File: config.mk
export PLATFORM = sky130hd
export DESIGN_NAME = dtq_cell
export DESIGN_NICKNAME = d
export VERILOG_FILES = /design/src/rtl/deadline_timer_queue_core_assert.svh /design/src/rtl/dtq_pkg.sv /design/src/rtl/dtq_cell.sv
export SDC_FILE = /design/constraint.sdc
export NUM_CORES = 1
export LEC_CHECK = 0
export BUFFER_PORTS_ARGS = -buffer_cell sky130_fd_sc_hd__buf_2
export CAP_MARGIN = 20
export CORE_AREA = 2 2 156 158
export CTS_CLUSTER_DIAMETER = 50
export DETAILED_ROUTE_END_ITERATION = 7
export DIE_AREA = 0 0 158 160
export PLACE_DENSITY = 0.55
export SLEW_MARGIN = 20
export SYNTH_ARGS = -nofsm -noshare
export SYNTH_HDL_FRONTEND = slang
export SYNTH_SLANG_ARGS = --single-unit
export TNS_END_PERCENT = 50
File: constraint.sdc
create_clock -name clk -period 12.2 [get_ports clk]
set_input_delay 0.61 -clock clk [delete_from_list [all_inputs] [get_ports clk]]
set_output_delay 0.61 -clock clk [all_outputs]
set_load 0.03 [all_outputs]
File: src/rtl/deadline_timer_queue_core_assert.svh
// Assertion macros for the timer queue core
`ifndef DEADLINE_TIMER_QUEUE_CORE_ASSERT_SVH
`define DEADLINE_TIMER_QUEUE_CORE_ASSERT_SVH
// Check an implication on every clock edge outside reset
`define DTQ_ASSERT_IMP(label, ante, cons) \
  label: assert property (@(posedge clk) disable iff (rst) (ante) |-> (cons)) \
    else $error("assertion failed");
// Check an implication in the next cycle
`define DTQ_ASSERT_NEXT(label, ante, cons) \
  label: assert property (@(posedge clk) disable iff (rst) (ante) |=> (cons)) \
    else $error("assertion failed");
`endif

File: src/rtl/dtq_pkg.sv
// ----------------------------------------------------------------------------
// dtq_pkg
// Types and codes shared by the timer queue core and its cells.
// ----------------------------------------------------------------------------
package dtq_pkg;
  localparam int TimeW = 48;
  localparam int PerW  = 32;
  localparam int IdW   = 16;
  localparam int MaxFire = 16;

  localparam logic [2:0] OP_TICK = 3'd0;
  localparam logic [2:0] OP_ADD1 = 3'd1;
  localparam logic [2:0] OP_ADDP = 3'd2;
  localparam logic [2:0] OP_CANC = 3'd3;
  localparam logic [2:0] OP_CLR  = 3'd4;

  localparam logic [2:0] K_FIRED = 3'd0;
  localparam logic [2:0] K_ADDED = 3'd1;
  localparam logic [2:0] K_FULL  = 3'd2;
  localparam logic [2:0] K_CANC  = 3'd3;
  localparam logic [2:0] K_NOTF  = 3'd4;
  localparam logic [2:0] K_CLR   = 3'd5;

  typedef struct packed {
    logic [2:0]  opcode;
    logic [31:0] amount;
    logic [15:0] target_id;
  } in_t;

  typedef struct packed {
    logic [2:0]  kind;
    logic [15:0] entry_id;
    logic [4:0]  occupancy;
    logic        last;
  } out_t;

  typedef struct packed {
    logic [TimeW-1:0] deadline;
    logic [PerW-1:0]  period;
    logic [IdW-1:0]   ident;
  } entry_t;

  // Chain command broadcast to all cells
  typedef struct packed {
    logic ins;      // insert the broadcast entry in sorted place
    logic pop;      // shift everything one place towards the head
    logic rm;       // remove the first cell whose ident matches
    logic clr;      // drop every entry
  } cmd_t;
endpackage

File: src/rtl/dtq_cell.sv
// ----------------------------------------------------------------------------
// dtq_cell
// One slot of the sorted chain: holds an entry, takes from its neighbours.
// ----------------------------------------------------------------------------
module dtq_cell (
  input  logic            clk,
  input  logic            rst,
  input  dtq_pkg::cmd_t   cmd,
  input  dtq_pkg::entry_t bcast,
  input  logic            prev_valid,
  input  logic            prev_goes,   // insert lands at or before the previous cell
  input  logic            prev_hit,    // a match lies at or before the previous cell
  input  dtq_pkg::entry_t prev_entry,
  input  logic            nxt_valid,
  input  dtq_pkg::entry_t nxt_entry,
  output logic            valid,
  output logic            goes,
  output logic            hit,
  output dtq_pkg::entry_t entry
);
  logic mine_goes;
  logic mine_hit;

  // Insert goes before the first entry whose deadline is not smaller
  assign mine_goes = !valid || (entry.deadline >= bcast.deadline);
  assign goes      = prev_goes || mine_goes;
  assign mine_hit  = valid && (entry.ident == bcast.ident);
  assign hit       = prev_hit || mine_hit;

  always_ff @(posedge clk) begin
    if (rst) begin
      valid <= 1'b0;
    end else if (cmd.clr) begin
      valid <= 1'b0;
    end else if (cmd.ins) begin
      if (prev_goes) begin
        valid <= prev_valid;
        entry <= prev_entry;
      end else if (mine_goes) begin
        valid <= 1'b1;
        entry <= bcast;
      end
    end else if (cmd.pop || (cmd.rm && hit)) begin
      valid <= nxt_valid;
      entry <= nxt_entry;
    end
  end
endmodule

==> Implementation_results.wiki, run 1 <==
{| class="wikitable"
! Metric !! Value
|-
| DRC || 0
|-
| Post-synthesis instance area || 6420 sq um
|-
| # nets final || 1,343
|-
| Power share of the combinational group || 0.248
|-
| Proportion of netlist area held by the largest area contributor || 0.449
|-
| CTS tree || done
|-
| Clock skew after layout || 0.0123 ns
|-
| Count of warnings emitted by yosys || 0
|-
| Result of the run || complete, no violations
|-
| Detailed placement HPWL || 18,000 um
|-
| Data arrival, critical path || about 2.5 ns
|-
| Worst hold path class || in -> reg
|-
| Routed vias/inst || ~4.4
|-
| Total routing usage reported by global routing || 0.169
|-
| Pin count of the biggest net entering global routing || 100
|-
| First-pass GRT wire length || 32,100 um
|-
| Width of the chip || 158 um
|-
| Maximum resistive drop on vdd || approximately 0.058 mV
|-
| Min cycle time layout || 3.08 ns
|-
| Mean routed wirelength per cell || 16.7 um
|-
| Global placer's final weighted congestion || 0.813
|-
| Initial antenna violation count || 8
|-
| Fin crit share || 0.253
|-
| Vias in the first global route || roughly 5,900
|-
| Power consumption || slightly below 0.9 mW
|-
| Worst slew margin relative to its limit || 0.328
|-
| Sequential power share || 0.446
|-
| Unrepaired setup endpoints after global routing || false
|-
| Grt ovf || 0
|-
| Standard-cell row count || 57
|-
| Y dimension of the die || 160 um
|-
| Hold Slack || roughly 0.49 ns
|-
| Leading cell types by count after synthesis || sky130_fd_sc_hd__a21oi_1, sky130_fd_sc_hd__edfxtp_1, sky130_fd_sc_hd__mux2i_1, sky130_fd_sc_hd__nor2_1, sky130_fd_sc_hd__inv_1
|-
| Clock latency reported for the late side of the worst-skew pair || 0.35 ns
|-
| Floorplan core area || 23,800 sq um
|-
| Leading cell types by total area after synthesis || sky130_fd_sc_hd__edfxtp_1, sky130_fd_sc_hd__mux2i_1, sky130_fd_sc_hd__ha_1
|-
| Worst stage delay on the critical path || 0.44 ns
|-
| Final-layout setup total negative slack || 0 ns
|-
| Type of the worst setup path || reg -> out
|-
| Int Pwr || 0.623 mW
|-
| Avg Inst Size Synth || 10.4 sq um
|-
| Area added between synthesis and finish || 40.3%
|-
| Count of nets left with antenna violations after detail routing || 0
|-
| Maximum clock frequency || 0.324 GHz
|-
| CP endpoint kind || output pin
|-
| Clock buffer count from CTS || 9
|-
| Layout cell share with drive strength beyond 1 || 0.428
|-
| Drt initial violations || around 250
|-
| Number of endpoints with negative hold slack in the final report || 0
|-
| Crit-path slowest cell || sky130_fd_sc_hd__a221oi_1
|-
| Fill count || 2,552
|-
| Number of vias after detailed routing || 5,913
|-
| Synth Net Count || 965
|-
| Net switching power || 0.270 mW
|-
| Drt first pass iters || 4
|-
| Largest buffer count on any clock path || 2
|-
| Number of pins with negative max-slew slack in the final report || 0
|-
| Effective utilization at floorplan || 0.269
|-
| Root Buffer Master || sky130_fd_sc_hd__clkbuf_16
|-
| Sequential cell area fraction in the yosys report || 0.452
|-
| Post-layout instance count excluding filler cells || 1,331
|-
| Power density over the cells || 99.2 nW/um^2
|-
| Proportion of total power due to net switching || 0.302
|-
| Most instantiated library cell after synthesis || sky130_fd_sc_hd__a21oi_1
|-
| Number of input and output port buffers inserted || 396
|-
| Worst endpoint required time || 11.59 ns
|-
| Clock-pin transition on the worst setup and hold timing paths || 0.07 ns
|-
| Ports placed on the boundary || just under 400
|-
| Area of placed instances || ~8700 sq um
|-
| Cell area after layout || 9000 sq um
|-
| Hold_buf cts || 0
|-
| Clock group share of total power || 0.306
|-
| Post-cts repair resize count || 0
|-
| Final setup fails || 0
|-
| Worst path cell trace || ha_1 -> a21oi_1 -> o21ai_1 -> a221oi_1 -> o22ai_2 -> or3_1 -> buf_2
|-
| Cell count after synthesis || 619
|-
| Maximum fanout count along the critical path || 2
|-
| # clock sinks || a little under 100
|-
| Number of enable flip-flop cells after synthesis || 96
|-
| Number of distinct library cell variants in the gate-level netlist after synthesis || 41
|-
| Total instance count after detailed placement || 1,310
|-
| Setup slack of the worst register-to-register path || 9.13 ns
|-
| Share of synthesized registers carrying an async set or reset || 0
|-
| Type of origin of the critical path || flip-flop
|-
| Routed wire length || 22,200 um
|-
| Flop and latch count out of synthesis || between 90 and 100
|-
| Cell type with the largest total area after synthesis || sky130_fd_sc_hd__edfxtp_1
|-
| Number of levels in the clock H-tree || 3
|-
| Leak || 4.38 nW
|-
| Max-cap check violation count || 0
|-
| Die Footprint || 25,300 sq um
|-
| Postcts setup bufs || 0
|-
| Top flip-flop cell by instance count after synthesis || sky130_fd_sc_hd__edfxtp_1
|-
| Worst Tran Pin Value || 1.01 ns
|}
## kinds of logic after synthesis
kind of cell / share of synthesized area
muxes: 0.150
and+or+nand+nor: 0.103
DFF: 0.452
AOI/OAI and AO/OA: 0.128
adders and majority gates: 0.0936
buffers and inverters: 0.0519
xor gates and xnor gates: 0.0218
## critical path: cells and delay by family, from the launching register on
| kind | cells | cell delay, ns |
|---|---|---|
| flops | 1 | 0.39 |
| simple gates | 1 | 0.39 |
| buf+inv | 1 | 0.19 |
| compound gates | 4 | 0.86 |
| fa+ha+maj | 1 | 0.30 |
## metrics by stage
| stage | utilization | worst slack [ns] |
|---|---|---|
| 2_1_floorplan | - | 4.58 |
| 3_5_place_dp | 0.366 | 8.71 |
| 4_1_cts | 0.378 | 9.03 |
| 6_report | 0.378 | 9.12 |
| 5_1_grt | 0.378 | 8.85 |
| 3_3_place_gp | 0.366 | 8.77 |
## area by class of cell
class | instances | area (sq um) | area share
diodes | 5 | 12.5 | 0.00139
clock inverters | 6 | 42.5 | 0.00472
multi-input cells | 436 | 3190 | 0.354
inverters | 53 | 199 | 0.0221
flip-flops and latches | 97 | 2900 | 0.322
repair buffers | 400 | 2020 | 0.225
clock buffers | 10 | 229 | 0.0254
well taps | 324 | 405 | 0.0450
## layout by cell type (no fill, tap or decap), types with 3 or more instances in the layout
| cell type | netlist | routed |
|---|---|---|
| sky130_fd_sc_hd__diode_2 | 0 | 5 |
| sky130_fd_sc_hd__nor2_1 | 96 | 96 |
| sky130_fd_sc_hd__edfxtp_1 | 96 | 96 |
| sky130_fd_sc_hd__inv_1 | 53 | 53 |
| sky130_fd_sc_hd__ha_1 | 48 | 48 |
| sky130_fd_sc_hd__buf_4 | 0 | 4 |
| sky130_fd_sc_hd__mux2i_1 | 96 | 96 |
| sky130_fd_sc_hd__nand2_1 | 12 | 12 |
| sky130_fd_sc_hd__and4_1 | 6 | 6 |
| sky130_fd_sc_hd__a21oi_1 | 113 | 113 |
| sky130_fd_sc_hd__nand3_1 | 5 | 5 |
| sky130_fd_sc_hd__buf_2 | 8 | 394 |
| sky130_fd_sc_hd__a221oi_1 | 3 | 3 |
| sky130_fd_sc_hd__clkbuf_16 | 0 | 9 |
| sky130_fd_sc_hd__xor2_1 | 4 | 4 |
| sky130_fd_sc_hd__o21ai_0 | 5 | 5 |
| sky130_fd_sc_hd__o21a_1 | 3 | 3 |
| sky130_fd_sc_hd__nand4_1 | 7 | 7 |
| sky130_fd_sc_hd__xnor2_1 | 12 | 12 |
## per-layer routing
| layer | vias to the layer above | track usage | part of all wire |
|---|---|---|---|
| met1 | 2659 | 0.191 | 0.41 |
| met3 | 19 | 0.0513 | 0.080 |
| met4 | 2 | 0.0536 | 0.013 |
| met2 | 225 | 0.301 | 0.50 |
| met5 | - | 0 | 0.00059 |
| li1 | 3008 | - | - |
## state kept, by name (all words and copies together), names as in the netlist
name / flops
entry: 96
valid: 1
## path summary, 6_finish.rpt
kind / depth (start not counted) / to / start
worst max-delay path: 7 / goes / entry[73]
worst min-delay path: 2 / valid / rst
worst max register to register: 8 / entry[66] / entry[95]
worst min register to register: 4 / valid / valid
## power by group through the flow
stage	Clock (mW)	Combinational, mW	Sequential [mW]
CTS	0.283	0.227	0.399
finish	0.273	0.222	0.399
global route	0.296	0.246	0.401
detailed placement	0	0.227	0.406
global placement	0	0.225	0.405
floorplan	0	0.0951	0.441
(Power assumes the default switching activity.)
==> run 2, diff against run 1 <==
CORE_AREA = 2 2 152 154   (was 2 2 156 158)
DIE_AREA = 0 0 154 156   (was 0 0 158 160)
PLACE_DENSITY = 0.57   (was 0.55)
clock period = 2.9 ns   (was 12.2 ns; I/O delays follow)
==> run 2 against run 1 <==
  * First-iteration DRC count grew 13%
  * Sequential cell count is the same
  * Via count grew 1.1%
  * Register-to-register slack lost 9.0 ns
  * Clock skew is essentially flat
  * Global-route usage grew 0.24 points
  * Critical path type is now reg -> reg
  * Highest routed layer is now met4
==> Implementation_results.wiki, run 2 (synthesized netlist as in run 1, its figures left out) <==
{| class="wikitable"
! Metric !! Value
|-
| Result of the run || complete, no violations
|-
| Number of levels in the clock H-tree || 3 (unchanged)
|-
| Area of combinational cells with multiple inputs || 3310 sq um (+3.7%)
|-
| Number of pins with negative max-slew slack in the final report || 0 (unchanged)
|-
| Max-cap check violation count || 0 (unchanged)
|-
| Clock buffer count from CTS || 9 (unchanged)
|-
| Biggest registers after layout || entry: 96 flops, valid: 1 flops
|-
| Largest buffer count on any clock path || 2 (unchanged)
|-
| Detailed placement HPWL || 17,100 um (-4.6%)
|-
| Y dimension of the die || 156 um (-2.5%)
|-
| Cell family with the largest share of critical-path delay || simple AND/OR/NAND/NOR gates
|-
| Ports placed on the boundary || 397 (unchanged)
|-
| Sequential power share || 0.442 (-0.004)
|-
| Area added between synthesis and finish || 44.0%
|-
| Layout cell share with drive strength beyond 1 || 0.444 (+0.0160)
|-
| Routed wire length || 21,800 um (-1.8%)
|-
| Fin crit share || 0.969
|-
| Leading cell type in the layout, fill and taps excluded || sky130_fd_sc_hd__buf_2
|-
| Drt first pass iters || 4 (unchanged)
|-
| Global placer's final weighted congestion || 0.812 (-0.12%)
|-
| Maximum clock frequency || 0.356 GHz
|-
| Worst endpoint required time || 2.95 ns (-8.64 ns)
|-
| Power consumption || 3.79 mW (+320%)
|-
| Die Footprint || 24,000 sq um (-5.0%)
|-
| CP endpoint kind || flip-flop
|-
| Worst Tran Pin Value || 0.762 ns (-0.246 ns)
|-
| Leak || 4.46 nW (+2.0%)
|-
| Fill count || 2,279 (-11%)
|-
| Worst hold path class || in -> reg
|-
| Mean routed wirelength per cell || 16.8 um (+0.79%)
|-
| Number of input and output port buffers inserted || 396 (unchanged)
|-
| # nets final || 1,352 (+0.67%)
|-
| First-pass GRT wire length || 31,700 um (-1.3%)
|-
| Power density over the cells || 410 nW/um^2 (+310%)
|-
| Worst stage delay on the critical path || 0.43 ns (about the same)
|-
| Final-layout setup total negative slack || 0 ns (unchanged)
|-
| Clock skew after layout || 0.0127 ns (+0.000362 ns)
|-
| # clock sinks || 97 (unchanged)
|-
| Most frequent cells in the layout || sky130_fd_sc_hd__buf_2, sky130_fd_sc_hd__a21oi_1, sky130_fd_sc_hd__mux2i_1, sky130_fd_sc_hd__nor2_1, sky130_fd_sc_hd__edfxtp_1
|-
| Type of the worst setup path || reg -> reg
|-
| Clock-pin transition on the worst setup and hold timing paths || 0.07 ns (about the same)
|-
| Net switching power || 1.13 mW (+320%)
|-
| Min cycle time layout || 2.81 ns
|-
| Total instance count after detailed placement || 1,274 (-2.7%)
|-
| Area of placed instances || 8760 sq um (+0.42%)
|-
| Maximum resistive drop on vdd || 0.245 mV (+320%)
|-
| Int Pwr || 2.66 mW (+330%)
|-
| Grt ovf || 0 (unchanged)
|-
| Max reg flops || 96 (unchanged)
|-
| Power share of the combinational group || 0.259 (+0.011)
|-
| Routed vias/inst || 4.61 (+3.8%)
|-
| CTS tree || done
|-
| Flip-flop and latch area || 2900 sq um (unchanged)
|-
| Number of endpoints with negative hold slack in the final report || 0 (unchanged)
|-
| Clock group share of total power || 0.299 (-0.007)
|-
| Most flops, register || entry
|-
| Cell area after layout || 9240 sq um (+2.6%)
|-
| Width of the chip || 154 um (-2.5%)
|-
| Type of origin of the critical path || flip-flop
|-
| Standard-cell row count || 55 (-3.5%)
|-
| Crit-path slowest cell || sky130_fd_sc_hd__edfxtp_1
|-
| Data arrival, critical path || 2.86 ns (+0.39 ns)
|-
| Vias in the first global route || 5,910 (+0.24%)
|-
| Worst slew margin relative to its limit || 0.492 (+0.164)
|-
| Number of vias after detailed routing || 5,980 (+1.1%)
|-
| Floorplan core area || 22,400 sq um (-6.1%)
|-
| Drt initial violations || 281 (+13%)
|-
| DRC || 0 (unchanged)
|-
| Effective utilization at floorplan || 0.287 (+0.0175)
|-
| Pin count of the biggest net entering global routing || 137 (+37%)
|-
| Total routing usage reported by global routing || 0.171 (+0.00242)
|-
| Maximum fanout count along the critical path || 19 (+17)
|-
| Worst path cell trace || ha_4 -> and4_4 -> nand2_2 -> o311a_4 -> a21oi_4 -> nor4_4 -> buf_4 -> nor4b_4 -> buf_6 -> clkbuf_16
|-
| Clock latency reported for the late side of the worst-skew pair || 0.35 ns (about the same)
|-
| Final setup fails || 0 (unchanged)
|-
| Count of nets left with antenna violations after detail routing || 0 (unchanged)
|-
| Root Buffer Master || sky130_fd_sc_hd__clkbuf_16
|-
| Unrepaired setup endpoints after global routing || true
|-
| Proportion of total power due to net switching || 0.299 (-0.00314)
|-
| Initial antenna violation count || 1 (-7)
|-
| Buffers plus inverters on the worst setup path || 3 (+2)
|-
| Post-layout instance count excluding filler cells || 1,297 (-2.6%)
|}
[run 2: changes by cell type in the layout (fill, tap and decap cells not counted), sizes merged]
cell | before | now
buf | 400 | 407
clkbuf | 10 | 12
clkinv | 3 | 4
diode | 5 | 1
inv | 55 | 54
[run 2: layer usage]
metal  vias up  wire length (um)  global-route usage
met2       244             11100               0.312
met4         0               329              0.0490
met1      2689              8870               0.198
li1       3028                 -                   -
met5         -                 0                   0
met3        19              1570              0.0447
[run 2: final timing paths]
kind	startpoint	end	slack (ns)	depth (start not counted)
min	rst	valid	0.02	2
min reg2reg	valid	valid	0.84	4
max reg2reg	entry[62]	entry[55]	0.09	10
max	entry[62]	entry[55]	0.09	10
[run 2: layout make-up]
class,instances,area share
tap,285,0.0386
inverter,53,0.0215
clock inverter,6,0.00460
antenna,1,0.000271
multi-input combinational,436,0.358
sequential,97,0.314
clock buffer,10,0.0248
timing repair buffer,409,0.238
[run 2: power groups by stage]
stage,combinational (mW),clock (mW),sequential [mW]
floorplan,0.403,0,1.85
global placement,0.953,0,1.70
detailed placement,0.960,0,1.71
CTS,0.962,1.17,1.68
global route,1.09,1.22,1.68
finish,0.982,1.13,1.68
[run 2: per-stage QoR]
stage	hold WS (ns)	util	setup WS, ns
floorplan	0.214	-	-2.38
global placement	0.372	0.392	0.0595
detailed placement	0.373	0.392	0.0376
CTS	0.00501	0.404	0.00820
global route	0.0238	0.413	-0.0265
finish	0.0208	0.413	0.0907
[run 2: timing repair]
| item | 4_1_cts | 5_1_grt |
|---|---|---|
| setup buffers | 0 | 3 |
| resized for setup | 0 | 22 |
| hold buffers | 0 | 0 |
| endpoints found under the setup margin | 0 | 97 |
[run 2: worst register-to-register path, delay by kind of cell, from the launching register on]
family	cells	cell delay [ns]
simple gates	4	0.64
buf+inv	3	0.58
compound gates	2	0.55
flops	1	0.43
fa+ha+maj	1	0.30
==> run 3, diff against run 2 <==
ABC_AREA = 1   (was unset)
PLACE_DENSITY = 0.58   (was 0.57)
clock period = 2.92 ns   (was 2.9 ns; I/O delays follow)
==> run 3 against run 2 <==
  * Synthesized area up 0.43%
  * Register-to-register slack better by 0.37 ns
  * Sequential cell count is the same
  * Cell area down 2.9%
  * Critical endpoint is now entry[11]
==> Implementation_results.wiki, run 3 <==
{| class="wikitable"
! Metric !! Value
|-
| Library cell appearing most often on the critical path || sky130_fd_sc_hd__nand2_1
|-
| Clock buffer count from CTS || 9 (unchanged)
|-
| Grt ovf || 0 (unchanged)
|-
| Critical R2R Launch || entry[91]
|-
| Unrepaired setup endpoints after global routing || false
|-
| Routed wire length || 22,800 um (+4.6%)
|-
| Number of enable flip-flop cells after synthesis || 96 (unchanged)
|-
| Drt first pass iters || 5 (+1)
|-
| Most flops, register || entry
|-
| Effective utilization at floorplan || 0.288 (+0.00123)
|-
| Worst hold path class || in -> reg
|-
| Max reg flops || 96 (unchanged)
|-
| Floorplan core area || 22,400 sq um (unchanged)
|-
| Root Buffer Master || sky130_fd_sc_hd__clkbuf_16
|-
| Leak || 4.48 nW (+0.50%)
|-
| CP endpoint kind || flip-flop
|-
| Cell count after synthesis || 816 (+32%)
|-
| Setup slack of the worst register-to-register path || 0.46 ns (+0.37 ns)
|-
| Worst stage delay on the critical path || 0.39 ns (-0.04 ns)
|-
| # clock sinks || 97 (unchanged)
|-
| Detailed placement HPWL || 18,300 um (+6.5%)
|-
| Maximum clock frequency || 0.407 GHz (+14%)
|-
| Vias in the first global route || 6,566 (+11%)
|-
| Fin crit share || 0.841 (-0.127)
|-
| Int Pwr || 2.57 mW (-3.1%)
|-
| Sequential power share || 0.447 (+0.005)
|-
| Worst endpoint required time || 2.94 ns (about the same)
|-
| Number of distinct library cell variants in the gate-level netlist after synthesis || 33 (-20%)
|-
| Maximum fanout count along the critical path || 49 (+30)
|-
| Net switching power || 1.14 mW (+0.81%)
|-
| Cell area after layout || 8980 sq um (-2.9%)
|-
| Flop and latch count out of synthesis || 97 (unchanged)
|-
| Number of levels in the clock H-tree || 3 (unchanged)
|-
| Post-synthesis instance area || 6440 sq um (+0.43%)
|-
| Most frequent cells in the layout || sky130_fd_sc_hd__buf_2, sky130_fd_sc_hd__nand2_1, sky130_fd_sc_hd__nor2_1
|-
| Clock group share of total power || 0.303 (+0.004)
|-
| Worst path cell trace || ha_1 -> nand2_1 -> nor2_2 -> nand2_2 -> nor3b_4 -> nand2_1 -> nor2_1 -> nand2_1 -> nand3_2 -> and3_4 -> buf_12
|-
| Worst Tran Pin Value || 0.738 ns (-0.0246 ns)
|-
| Area of placed instances || 8690 sq um (-0.71%)
|-
| Count of nets left with antenna violations after detail routing || 0 (unchanged)
|-
| Global placer's final weighted congestion || 0.858 (+5.7%)
|-
| Mean routed wirelength per cell || 15.4 um (-8.4%)
|-
| Worst slew margin relative to its limit || 0.508 (+0.0164)
|-
| Final setup fails || 0 (unchanged)
|-
| Sequential cell area fraction in the yosys report || 0.450 (-0.00193)
|-
| CTS tree || done
|-
| Drt initial violations || 456 (+62%)
|-
| Post-cts repair resize count || 0 (unchanged)
|-
| # nets final || 1,533 (+13%)
|-
| Largest buffer count on any clock path || 2 (unchanged)
|-
| Proportion of total power due to net switching || 0.307 (+0.00826)
|-
| Type of origin of the critical path || flip-flop
|-
| Layout cell share with drive strength beyond 1 || 0.362 (-0.0825)
|-
| Number of input and output port buffers inserted || 396 (unchanged)
|-
| Clock skew after layout || 0.0110 ns (-0.00165 ns)
|-
| Leading cell types by count after synthesis || sky130_fd_sc_hd__nand2_1, sky130_fd_sc_hd__nor2_1, sky130_fd_sc_hd__a31oi_1, sky130_fd_sc_hd__edfxtp_1, sky130_fd_sc_hd__inv_1
|-
| Timing startpoint of the critical path || entry[91]
|-
| Power consumption || 3.72 mW (-1.9%)
|-
| Postcts setup bufs || 0 (unchanged)
|-
| Type of the worst setup path || reg -> reg
|-
| Initial antenna violation count || 4 (+3)
|-
| Max-cap check violation count || 0 (unchanged)
|-
| Leading cell types by total area after synthesis || sky130_fd_sc_hd__edfxtp_1, sky130_fd_sc_hd__nand2_1, sky130_fd_sc_hd__a31oi_1
|-
| Worst flop-to-flop path endpoint || entry[11]
|-
| Routed vias/inst || 4.62 (+0.21%)
|-
| Total routing usage reported by global routing || 0.183 (+0.0116)
|-
| Avg Inst Size Synth || 7.90 sq um (-24%)
|-
| First-pass GRT wire length || 34,200 um (+7.7%)
|-
| Width of the chip || 154 um (unchanged)
|-
| Power density over the cells || 414 nW/um^2 (+1.0%)
|-
| Crit-path slowest cell || sky130_fd_sc_hd__edfxtp_1
|-
| Synth Net Count || 1,162 (+20%)
|-
| Clock latency reported for the late side of the worst-skew pair || 0.35 ns (about the same)
|-
| Worst setup path endpoint || entry[11]
|-
| Result of the run || complete, no violations
|-
| Pin count of the biggest net entering global routing || 77 (-44%)
|-
| Number of pins with negative max-slew slack in the final report || 0 (unchanged)
|-
| Share of synthesized registers carrying an async set or reset || 0 (unchanged)
|-
| Proportion of netlist area held by the largest area contributor || 0.447 (-0.00192)
|-
| Hold_buf cts || 0 (unchanged)
|-
| Maximum resistive drop on vdd || 0.247 mV (+1.1%)
|-
| Data arrival, critical path || 2.48 ns (-0.38 ns)
|-
| Min cycle time layout || 2.46 ns (-0.352 ns)
|-
| Clock-pin transition on the worst setup and hold timing paths || 0.07 ns (about the same)
|-
| Ports placed on the boundary || 397 (unchanged)
|-
| Top flip-flop cell by instance count after synthesis || sky130_fd_sc_hd__edfxtp_1
|-
| Power share of the combinational group || 0.250 (-0.009)
|-
| Number of cell instances on the worst register-to-register path || 11 (+1)
|-
| DRC || 0 (unchanged)
|-
| Cell type with the largest total area after synthesis || sky130_fd_sc_hd__edfxtp_1
|-
| Standard-cell row count || 55 (unchanged)
|-
| Die Footprint || 24,000 sq um (unchanged)
|-
| Number of endpoints with negative hold slack in the final report || 0 (unchanged)
|-
| Y dimension of the die || 156 um (unchanged)
|-
| Number of vias after detailed routing || 6,843 (+14%)
|-
| Most instantiated library cell after synthesis || sky130_fd_sc_hd__nand2_1
|-
| Area added between synthesis and finish || 39.3%
|-
| Leading cell type in the layout, fill and taps excluded || sky130_fd_sc_hd__buf_2
|-
| Count of warnings emitted by yosys || 0 (unchanged)
|-
| Final-layout setup total negative slack || 0 ns (unchanged)
|-
| Biggest registers after layout || entry: 96 flops, valid: 1 flops
|}
## run 3: cell types whose count changed after synthesis, sizes merged, moves of 4 or more
| cell | before | now |
|---|---|---|
| xor2 | 4 | 0 |
| a31oi | 0 | 96 |
| mux2i | 96 | 0 |
| nand2 | 12 | 272 |
| nor2 | 96 | 128 |
| xnor2 | 12 | 5 |
| and4 | 7 | 0 |
| a21oi | 114 | 21 |
| inv | 53 | 77 |
| nand4 | 8 | 3 |
| buf | 12 | 24 |
## run 3: layer usage
layer / GRT usage / wire length [um] / vias up
li1: - / - / 3476
met1: 0.217 / 9190 / 3042
met2: 0.318 / 11100 / 290
met3: 0.0464 / 1930 / 35
met4: 0.0721 / 631 / 0
met5: 0 / 0 / -
## run 3: worst min-delay path by stage
stage,startpoint,to,slack [ns],cells past startpoint
2_1_floorplan,rst,valid,0.30,3
3_3_place_gp,rst,valid,0.42,4
3_5_place_dp,rst,valid,0.42,4
4_1_cts,rst,valid,0.04,4
5_1_grt,rst,valid,0.08,4
6_report,rst,valid,0.06,4
## run 3: cells by family after synthesis
group / count (synthesis) / synth area share
xor+xnor: 5 / 0.00680
simple gates: 415 / 0.254
compound gates: 129 / 0.121
fa+ha+maj: 48 / 0.0932
flops: 97 / 0.450
buf+inv: 122 / 0.0740
## run 3: power by group through the flow
stage | Clock (mW) | Combinational [mW] | Sequential (mW)
after detailed placement | 0 | 0.942 | 1.69
after floorplan | 0 | 0.393 | 1.83
final | 1.13 | 0.930 | 1.66
after global placement | 0 | 0.934 | 1.69
after global routing | 1.21 | 1.04 | 1.67
after CTS | 1.17 | 0.946 | 1.66
## run 3: layout make-up
class                      instances  area [sq um]
antenna                            4          10.0
timing repair buffer             403          2070
multi-input combinational        597          3070
clock inverter                     6          42.5
tap                              285           357
sequential                        97          2900
fill                            2385         13400
inverter                          79           298
clock buffer                      10           229
## run 3: through the flow
step	worst slack [ns]	hold WS [ns]	utilization	cells
after CTS	0.451	0.0446	0.401	1477
final	0.463	0.0588	0.401	1481
after floorplan	0.0912	0.303	-	816
after detailed placement	0.460	0.424	0.389	1461
after global routing	0.278	0.0816	0.401	1480
after global placement	0.489	0.420	0.389	1461
## run 3: worst max-delay path: cells and delay by family (launching register included)
family,cells,cell delay [ns]
adders and majority gates,1,0.31
buffers and inverters,1,0.26
DFF,1,0.39
and+or+nand+nor,9,1.12
